### src/hdl/stk_pkg.sv
// shared constants and types for the stochastic %k block
// no dependencies; imported by every module of the block
`timescale 1ns / 1ps
`default_nettype none

package stk_pkg;

    localparam int MAX_WINDOW    = 64;
    localparam int PRICE_BITS    = 32;
    localparam int LEN_BITS      = 7;
    localparam int CNT_BITS      = $clog2(MAX_WINDOW + 1);
    localparam int STEP_BITS     = $clog2(MAX_WINDOW);
    localparam int K_BITS        = 15;
    localparam int DIFF_BITS     = PRICE_BITS + 1;
    localparam int PROD_BITS     = PRICE_BITS + K_BITS;
    localparam int DIV_CNT_BITS  = $clog2(K_BITS);

    localparam int IN_DATA_BITS  = ((3 * PRICE_BITS + 7) / 8) * 8;
    localparam int OUT_DATA_BITS = ((K_BITS + 7) / 8) * 8;
    localparam int OUT_USER_BITS = 2;

    localparam int APB_ADDR_BITS = 3;
    localparam int APB_DATA_BITS = 32;

    localparam logic [K_BITS-1:0]          FULL_SCALE        = K_BITS'(25600);
    localparam logic [LEN_BITS-1:0]        RESET_WINDOW      = LEN_BITS'(14);
    localparam logic [APB_ADDR_BITS-3:0]   REG_WINDOW_LENGTH = '0;

    // divider status seen by the controller
    typedef struct packed {
        logic busy;
        logic done;
    } t_div_stat;

endpackage

`default_nettype wire

### src/hdl/stk_cell.sv
// one cell of the bar history ring: holds the high and low of one bar
// depends on stk_pkg
`timescale 1ns / 1ps
`default_nettype none

module stk_cell (
    input  wire logic                            i_clk,
    input  wire logic                            i_en,
    input  wire logic [stk_pkg::PRICE_BITS-1:0]  i_high,
    input  wire logic [stk_pkg::PRICE_BITS-1:0]  i_low,
    output logic      [stk_pkg::PRICE_BITS-1:0]  o_high,
    output logic      [stk_pkg::PRICE_BITS-1:0]  o_low
);
    import stk_pkg::*;

    logic [PRICE_BITS-1:0] r_high;
    logic [PRICE_BITS-1:0] r_low;

    always_ff @(posedge i_clk) begin
        if (i_en) begin
            r_high <= i_high;
            r_low  <= i_low;
        end
    end

    assign o_high = r_high;
    assign o_low  = r_low;

endmodule

`default_nettype wire

### src/hdl/stk_div.sv
// scaling multiply and restoring divider: floor(num * 25600 / den), num < den
// depends on stk_pkg
`timescale 1ns / 1ps
`default_nettype none

module stk_div (
    input  wire logic                            i_clk,
    input  wire logic                            i_rst_n,
    input  wire logic                            i_start,
    input  wire logic [stk_pkg::PRICE_BITS-1:0]  i_num,
    input  wire logic [stk_pkg::PRICE_BITS-1:0]  i_den,
    output logic      [stk_pkg::K_BITS-1:0]      o_quo,
    output stk_pkg::t_div_stat                   o_stat
);
    import stk_pkg::*;

    logic                    r_load;
    logic                    r_busy;
    logic                    r_done;
    logic [PROD_BITS-1:0]    r_prod;
    logic [PRICE_BITS-1:0]   r_den;
    logic [PRICE_BITS-1:0]   r_rem;
    logic [K_BITS-1:0]       r_low;
    logic [DIV_CNT_BITS-1:0] r_cnt;

    logic [PROD_BITS-1:0]    w_prod;
    logic [PRICE_BITS:0]     w_trial;
    logic [PRICE_BITS:0]     w_diff;
    logic                    w_ge;
    logic                    w_last;

    assign w_prod  = {{K_BITS{1'b0}}, i_num} * {{PRICE_BITS{1'b0}}, FULL_SCALE};
    assign w_trial = {r_rem, r_low[K_BITS-1]};
    assign w_diff  = w_trial - {1'b0, r_den};
    assign w_ge    = (w_trial >= {1'b0, r_den});
    assign w_last  = (r_cnt == DIV_CNT_BITS'(K_BITS - 1));

    always_ff @(posedge i_clk) begin
        if (!i_rst_n) begin
            r_load <= 1'b0;
            r_busy <= 1'b0;
            r_done <= 1'b0;
        end else if (i_start) begin
            r_load <= 1'b1;
            r_busy <= 1'b1;
            r_done <= 1'b0;
        end else if (r_load) begin
            r_load <= 1'b0;
        end else if (r_busy && w_last) begin
            r_busy <= 1'b0;
            r_done <= 1'b1;
        end
    end

    // product top half is below den, so it seeds the remainder directly
    always_ff @(posedge i_clk) begin
        if (i_start) begin
            r_prod <= w_prod;
            r_den  <= i_den;
        end else if (r_load) begin
            r_rem <= r_prod[PROD_BITS-1:K_BITS];
            r_low <= r_prod[K_BITS-1:0];
            r_cnt <= '0;
        end else if (r_busy) begin
            r_rem <= w_ge ? w_diff[PRICE_BITS-1:0] : w_trial[PRICE_BITS-1:0];
            r_low <= {r_low[K_BITS-2:0], w_ge};
            r_cnt <= r_cnt + DIV_CNT_BITS'(1);
        end
    end

    assign o_quo       = r_low;
    assign o_stat.busy = r_busy;
    assign o_stat.done = r_done;

endmodule

`default_nettype wire

### src/hdl/stochastic_percent_k.sv
// raw stochastic %k: one result per bar, history kept in a ring of 64 cells
// a new bar is taken only in idle, once the previous result has moved to the output
// register; each bar then goes through the 64-step rotation of the cell ring for the
// high/low scan, the difference, normalise and compare states, and the 15-step divider
// when the quotient is divided out, not when the result clamps or the range is flat
// reset (synchronous, active low) clears control and bar count, window length back to 14
`timescale 1ns / 1ps
`default_nettype none

module stochastic_percent_k (
    input  wire logic                               i_clk,
    input  wire logic                               i_rst_n,
    // bar_high, bar_low, bar_close from bit 0 up
    input  wire logic                               s_axis_tvalid,
    output logic                                    s_axis_tready,
    input  wire logic [stk_pkg::IN_DATA_BITS-1:0]   s_axis_tdata,
    // percent_k from bit 0, zero padded
    output logic                                    m_axis_tvalid,
    input  wire logic                               m_axis_tready,
    output logic      [stk_pkg::OUT_DATA_BITS-1:0]  m_axis_tdata,
    // window_full, flat_range from bit 0 up
    output logic      [stk_pkg::OUT_USER_BITS-1:0]  m_axis_tuser,
    input  wire logic                               psel,
    input  wire logic                               penable,
    input  wire logic                               pwrite,
    input  wire logic [stk_pkg::APB_ADDR_BITS-1:0]  paddr,
    input  wire logic [stk_pkg::APB_DATA_BITS-1:0]  pwdata,
    output logic      [stk_pkg::APB_DATA_BITS-1:0]  prdata,
    output logic                                    pready
);
    import stk_pkg::*;

    typedef enum logic [6:0] {
        S_IDLE = 7'b0000001,
        S_SCAN = 7'b0000010,
        S_DIFF = 7'b0000100,
        S_NORM = 7'b0001000,
        S_CMP  = 7'b0010000,
        S_DIV  = 7'b0100000,
        S_DONE = 7'b1000000
    } t_state;

    t_state                  r_state;
    t_state                  n_state;
    logic [LEN_BITS-1:0]     r_window_length;
    logic [CNT_BITS-1:0]     r_bars_seen;
    logic [CNT_BITS-1:0]     r_count;
    logic                    r_full;
    logic [STEP_BITS-1:0]    r_step;
    logic [PRICE_BITS-1:0]   r_close;
    logic [PRICE_BITS-1:0]   r_hi;
    logic [PRICE_BITS-1:0]   r_lo;
    logic [DIFF_BITS-1:0]    r_num;
    logic [DIFF_BITS-1:0]    r_den_s;
    logic [PRICE_BITS-1:0]   r_den;
    logic                    r_flat;
    logic [K_BITS-1:0]       r_k;
    logic                    r_out_valid;
    logic [K_BITS-1:0]       r_out_k;
    logic                    r_out_full;
    logic                    r_out_flat;

    logic [PRICE_BITS-1:0]   w_chain_high [MAX_WINDOW+1];
    logic [PRICE_BITS-1:0]   w_chain_low  [MAX_WINDOW+1];
    logic                    w_accept;
    logic                    w_shift;
    logic                    w_out_take;
    logic [CNT_BITS-1:0]     n_bars_seen;
    logic [CNT_BITS-1:0]     w_len;
    logic [STEP_BITS-1:0]    w_age;
    logic                    w_in_win;
    logic [PRICE_BITS-1:0]   w_tail_high;
    logic [PRICE_BITS-1:0]   w_tail_low;
    logic                    w_num_le0;
    logic                    w_divide;
    logic [DIFF_BITS-1:0]    w_den_neg;
    logic                    w_div_start;
    logic [K_BITS-1:0]       w_quo;
    t_div_stat               w_div_stat;

    assign s_axis_tready = (r_state == S_IDLE);
    assign w_accept      = s_axis_tvalid && s_axis_tready;
    assign w_shift       = w_accept || (r_state == S_SCAN);
    assign w_out_take    = !r_out_valid || m_axis_tready;

    // ring of cells: a new bar enters at the head, during the scan the tail feeds back
    assign w_chain_high[0] = (r_state == S_IDLE) ? s_axis_tdata[PRICE_BITS-1:0]
                                                 : w_chain_high[MAX_WINDOW];
    assign w_chain_low[0]  = (r_state == S_IDLE) ? s_axis_tdata[2*PRICE_BITS-1:PRICE_BITS]
                                                 : w_chain_low[MAX_WINDOW];

    for (genvar g = 0; g < MAX_WINDOW; g++) begin : g_cell
        stk_cell u_cell (
            .i_clk  (i_clk),
            .i_en   (w_shift),
            .i_high (w_chain_high[g]),
            .i_low  (w_chain_low[g]),
            .o_high (w_chain_high[g+1]),
            .o_low  (w_chain_low[g+1])
        );
    end

    assign w_tail_high = w_chain_high[MAX_WINDOW];
    assign w_tail_low  = w_chain_low[MAX_WINDOW];

    always_comb begin
        if (r_window_length == '0) begin
            w_len = CNT_BITS'(1);
        end else if (int'(r_window_length) > MAX_WINDOW) begin
            w_len = CNT_BITS'(MAX_WINDOW);
        end else begin
            w_len = CNT_BITS'(r_window_length);
        end
    end

    assign n_bars_seen = (r_bars_seen < CNT_BITS'(MAX_WINDOW)) ?
                         r_bars_seen + CNT_BITS'(1) : r_bars_seen;

    // the tail cell holds the oldest bar first, the newest on the last step
    assign w_age    = STEP_BITS'(MAX_WINDOW - 1) - r_step;
    assign w_in_win = (CNT_BITS'(w_age) < r_count);

    assign w_den_neg   = -r_den_s;
    assign w_num_le0   = r_num[DIFF_BITS-1] || (r_num == '0);
    assign w_divide    = !r_flat && !w_num_le0 && (r_num[PRICE_BITS-1:0] < r_den);
    assign w_div_start = (r_state == S_CMP) && w_divide;

    stk_div u_div (
        .i_clk   (i_clk),
        .i_rst_n (i_rst_n),
        .i_start (w_div_start),
        .i_num   (r_num[PRICE_BITS-1:0]),
        .i_den   (r_den),
        .o_quo   (w_quo),
        .o_stat  (w_div_stat)
    );

    always_comb begin
        n_state = r_state;
        unique case (r_state)
            S_IDLE: begin
                if (w_accept) begin
                    n_state = S_SCAN;
                end
            end
            S_SCAN: begin
                if (r_step == STEP_BITS'(MAX_WINDOW - 1)) begin
                    n_state = S_DIFF;
                end
            end
            S_DIFF: begin
                n_state = S_NORM;
            end
            S_NORM: begin
                n_state = S_CMP;
            end
            S_CMP: begin
                n_state = w_divide ? S_DIV : S_DONE;
            end
            S_DIV: begin
                if (w_div_stat.done) begin
                    n_state = S_DONE;
                end
            end
            S_DONE: begin
                if (w_out_take) begin
                    n_state = S_IDLE;
                end
            end
            default: begin
                n_state = S_IDLE;
            end
        endcase
    end

    always_ff @(posedge i_clk) begin
        if (!i_rst_n) begin
            r_state         <= S_IDLE;
            r_window_length <= RESET_WINDOW;
            r_bars_seen     <= '0;
            r_out_valid     <= 1'b0;
        end else begin
            r_state <= n_state;
            if (psel && penable && pwrite && pready &&
                paddr[APB_ADDR_BITS-1:2] == REG_WINDOW_LENGTH) begin
                r_window_length <= pwdata[LEN_BITS-1:0];
            end
            if (w_accept) begin
                r_bars_seen <= n_bars_seen;
            end
            if ((r_state == S_DONE) && w_out_take) begin
                r_out_valid <= 1'b1;
            end else if (m_axis_tready) begin
                r_out_valid <= 1'b0;
            end
        end
    end

    always_ff @(posedge i_clk) begin
        if (w_accept) begin
            r_close <= s_axis_tdata[3*PRICE_BITS-1:2*PRICE_BITS];
            r_count <= (n_bars_seen < w_len) ? n_bars_seen : w_len;
            r_full  <= (n_bars_seen >= w_len);
            r_hi    <= '0;
            r_lo    <= '1;
            r_step  <= '0;
        end
        if (r_state == S_SCAN) begin
            r_step <= r_step + STEP_BITS'(1);
            if (w_in_win && (w_tail_high > r_hi)) begin
                r_hi <= w_tail_high;
            end
            if (w_in_win && (w_tail_low < r_lo)) begin
                r_lo <= w_tail_low;
            end
        end
        if (r_state == S_DIFF) begin
            r_num   <= {1'b0, r_close} - {1'b0, r_lo};
            r_den_s <= {1'b0, r_hi} - {1'b0, r_lo};
            r_flat  <= (r_hi == r_lo);
        end
        // inverted range: negate both differences
        if (r_state == S_NORM) begin
            if (r_den_s[DIFF_BITS-1]) begin
                r_num <= -r_num;
                r_den <= w_den_neg[PRICE_BITS-1:0];
            end else begin
                r_den <= r_den_s[PRICE_BITS-1:0];
            end
        end
        if (r_state == S_CMP) begin
            r_k <= (r_flat || w_num_le0) ? '0 : FULL_SCALE;
        end
        if ((r_state == S_DIV) && w_div_stat.done) begin
            r_k <= w_quo;
        end
        if ((r_state == S_DONE) && w_out_take) begin
            r_out_k    <= r_k;
            r_out_full <= r_full;
            r_out_flat <= r_flat;
        end
    end

    assign m_axis_tvalid = r_out_valid;
    assign m_axis_tdata  = {{(OUT_DATA_BITS - K_BITS){1'b0}}, r_out_k};
    assign m_axis_tuser  = {r_out_flat, r_out_full};

    assign pready = 1'b1;
    assign prdata = (psel && paddr[APB_ADDR_BITS-1:2] == REG_WINDOW_LENGTH) ?
                    APB_DATA_BITS'(r_window_length) : '0;

endmodule

`default_nettype wire

### config.mk
export PLATFORM = sky130hd
export DESIGN_NAME = stochastic_percent_k
export DESIGN_NICKNAME = d
export VERILOG_FILES = /design/src/hdl/stk_pkg.sv /design/src/hdl/stk_cell.sv /design/src/hdl/stk_div.sv /design/src/hdl/stochastic_percent_k.sv
export SDC_FILE = /design/constraint.sdc
export NUM_CORES = 2
export LEC_CHECK = 0
export BUFFER_PORTS_ARGS = -buffer_cell sky130_fd_sc_hd__buf_2
export CORE_MARGIN = 2
export CORE_UTILIZATION = 35
export DETAILED_ROUTE_END_ITERATION = 8
export SYNTH_ARGS = -nofsm -noshare
export SYNTH_HDL_FRONTEND = slang
export SYNTH_SLANG_ARGS = --single-unit
export TNS_END_PERCENT = 10
### constraint.sdc
create_clock -name i_clk -period 103.7 [get_ports i_clk]
set_input_delay 10.37 -clock i_clk [delete_from_list [all_inputs] [get_ports i_clk]]
set_output_delay 10.37 -clock i_clk [all_outputs]
set_load 0.03 [all_outputs]
==> metrics.csv <==
stage,metric,value,unit
sta,measured slew at the worst slew-check pin,1.345,ns
floorplanning,Die ar.,434600,µm²
layout,"commonest non-fill, non-tap cell in the layout",edfxtp_1,
routing,DRC marker count from the first detailed-route iteration,5847,
grt,gr usage total,0.1039,
grt,initial antenna violation count,13,
yosys,Post-synth EDFFs,4361,
hold_path,Hold Path Class,flip-flop to flip-flop,
yosys,Synth area leader,edfxtp_1,
clocking,"Setup Fix Bufs, Post-CTS",0,
layout,layout cells sized above 1,0.1256,
sta,upper clock frequency limit,0.04632,GHz
routing,drt pass-1 iters,8,
placement,placed instance count,12660,
yosys,mux cell area share after synthesis,0.01192,
clocking,Max Root-Sink Buffers,4,
worst_setup_path,nature of the critical path endpoint,output pin,
placement,DP Worst Slack,82.12,ns
grt,first-pass GRT wire length,353.5,mm
layout,Register Area,133400,µm²
worst_setup_path,CP max FO,9,
routing,Remaining DRCs,0,
layout,most frequent cells in the layout,"edfxtp_1, clkbuf_16, ha_1",
sta,fin worst setup slack,82.11,ns
yosys,largest cells by area after synthesis,"edfxtp_1, ha_1, dfxtp_1, mux2_2, inv_1",
yosys,Synth Flop Type,edfxtp_1,
sta,RSZ-0062 raised after global routing,false,
grt,met1 usage,0.1415,
placement,PortBufs,136,
sta,"Hold Vio Cnt, Final",0,
routing,drt via density,4.441,
floorplanning,Initial Utilization,0.3516,
yosys,Adder-Cell Fraction of Synth Area,0.03231,
sta,Final period util,0.2082,
placement,hpwl dp,136.1,mm
grt,GR peak layer,met2,
grt,GRT met3 Usage,0.01888,
worst_setup_path,"Arr. time, crit path",11.22,ns
sta,# setup viols final,0,
routing,Wirelength per Cell,17.33,µm
sta,final setup skew,0.05803,ns
yosys,sequential area share after synthesis,0.8877,
clocking,CTS resizes,0,
power,leakage power,0.05872,µW
floorplanning,Die Span X,659.2,µm
routing,antenna-violating nets left,0,
worst_setup_path,CP max stage cell,nor2b_1,
clocking,TritonCTS clock tree,built,
sta,fin crit period,21.59,ns
clocking,root buffer cell,clkbuf_16,
yosys,Seq cells post-synth,4482,
floorplanning,number of placement rows,240,
sta,"Slew Viols, Final",0,
layout,fin cells,13440,
grt,M2 GR Usage,0.1605,
layout,fill count,36950,
worst_setup_path,CP required,93.33,ns
yosys,Synth top area share,0.8715,
yosys,Post-Syn Area,150300,µm²
yosys,syn avg cell area,21.91,µm²
worst_setup_path,critical path class,primary input to output pin,
clocking,H-tree depth,5,
clocking,worst skew pair latency,0.98,ns
grt,largest net degree at the start of global routing,225,
yosys,async set or reset register ratio after synthesis,0,
layout,footprint of the multi-input gates,15370,µm²
grt,number of global-route vias before repair,58740,
worst_setup_path,CP dominant cell by count,buf_2,
layout,area grow syn2layout,14.39,%
routing,Vias,59690,
yosys,Syn Inst Count,6857,
floorplanning,IO Pins,191,
yosys,synth warn,0,
yosys,largest family of logic cells by synthesized area,adder cells,
worst_setup_path,crit-path cells,buf_2 > nor2b_1 > and2_1 > buf_2,
clocking,Num CTS Buffers,421,
clocking,CTS Hold Bufs,0,
placement,Final GP Congestion,0.8704,
yosys,Synth Area in Compound Gates,0.02689,
yosys,simple-gate area share of the yosys netlist,0.02198,
yosys,Netlist cell types,75,
sta,Slew HR,0.1035,
layout,# nets final,7900,
worst_setup_path,CP startpoint kind,primary input,
job,max cap viols,0,
clocking,clock sink count,4482,
floorplanning,Die H,659.2,µm
routing,Post-Route WL,232.9,mm
worst_setup_path,Max stage delay on crit path,0.36,ns
clocking,clock-pin slew on the worst setup and hold paths,0.06,ns
floorplanning,Core Footprint,427300,µm²
grt,gr ovfl total,0,
power,pwr dens,24.56,nW/µm²
outcome,status,finished clean,
sta,Sum Neg Setup Slack,0,ns
power,maximum VDD drop,15.43,µV
yosys,xor/xnor share of the synthesized area,0.008277,
-- critical path, delay by kind of cell --
| family | cells | cell delay (ns) |
|---|---|---|
| AND/OR/NAND/NOR | 2 | 0.55 |
| buffers and inverters | 2 | 0.29 |
-- synth_stat cells, types with 23 or more instances --
cell and n:
and3_1 35, nand2b_1 35, dfxtp_1 121, nand3_1 57
nor2b_1 46, a21oi_1 194, buf_4 32, fa_1 30
nor2_1 170, nor3_1 40, o21ai_0 124, xnor2_1 102
o21a_1 27, mux2_2 151, ha_1 340, nand2_1 176
clkbuf_1 60, xor2_1 40, inv_1 301, edfxtp_1 4361
a21o_1 97, and2_1 23, nand4_1 28
-- where the power goes --
group          switching [µW]  internal [µW]  total (µW)
sequential               86.2           2320        2410
combinational             218           90.8         309
clock                     645            860        1510
total                     949           3270        4220
-- cells by family (layout without fill, tap and decap cells) --
family / Yosys count / in the layout
flip-flops: 4482 / 4482
AND/OR/NAND/NOR: 673 / 673
AO/OA/AOI/OAI: 624 / 624
buffers and inverters: 404 / 1266
adder cells (fa/ha/maj): 370 / 370
multiplexers: 160 / 160
XOR/XNOR: 142 / 142
other: 2 / 36
-- metal layers --
metal / share of wire / up-vias / wire, µm
met5: 0.000056 / - / 13
met4: 0.052 / 2 / 12170
met3: 0.042 / 548 / 9778
met2: 0.46 / 1259 / 106200
met1: 0.45 / 30140 / 104800
li1: - / 27740 / -
-- flip-flops by register name (all words and copies together), names as in the netlist, 33 cells and up --
register / cells
g_cell.u_cell.o_low: 2048
r_num: 33
g_cell.u_cell.o_high: 2048
r_den_s: 33
u_div.r_prod: 37
-- path summary, 6_finish.rpt --
path                                     from  cells after the start                          end  slack, ns
hold reg to reg   g_cell[38].u_cell.o_high[0]                      0  g_cell[39].u_cell.o_high[0]       0.37
setup reg to reg                   r_state[6]                     14  g_cell[31].u_cell.o_high[6]      93.20
hold / removal    g_cell[38].u_cell.o_high[0]                      0  g_cell[39].u_cell.o_high[0]       0.37
setup / recovery                     paddr[2]                      4                    prdata[3]      82.11
-- through the flow --
step	power, µW	hold slack (ns)	instance area, µm²	utilization
detailed placement	2752	0.4045	158200	0.3702
CTS	4285	0.3744	171900	0.4022
floorplan	3261	0.4003	150400	-
global route	4411	0.3778	171900	0.4022
global placement	2741	0.4002	158200	0.3702
finish	4221	0.3742	171900	0.4022
-- layout make-up --
class                           count  share of cell area
Multi-Input combinational cell   1996             0.08945
Clock buffer                      527             0.06488
Timing Repair Buffer              189            0.006930
Inverter                          302            0.006603
Clock inverter                    248             0.01460
Antenna cell                        9           0.0001310
Sequential cell                  4482              0.7760
Tap cell                         5687             0.04140
Power figures use the tool's default switching activity.
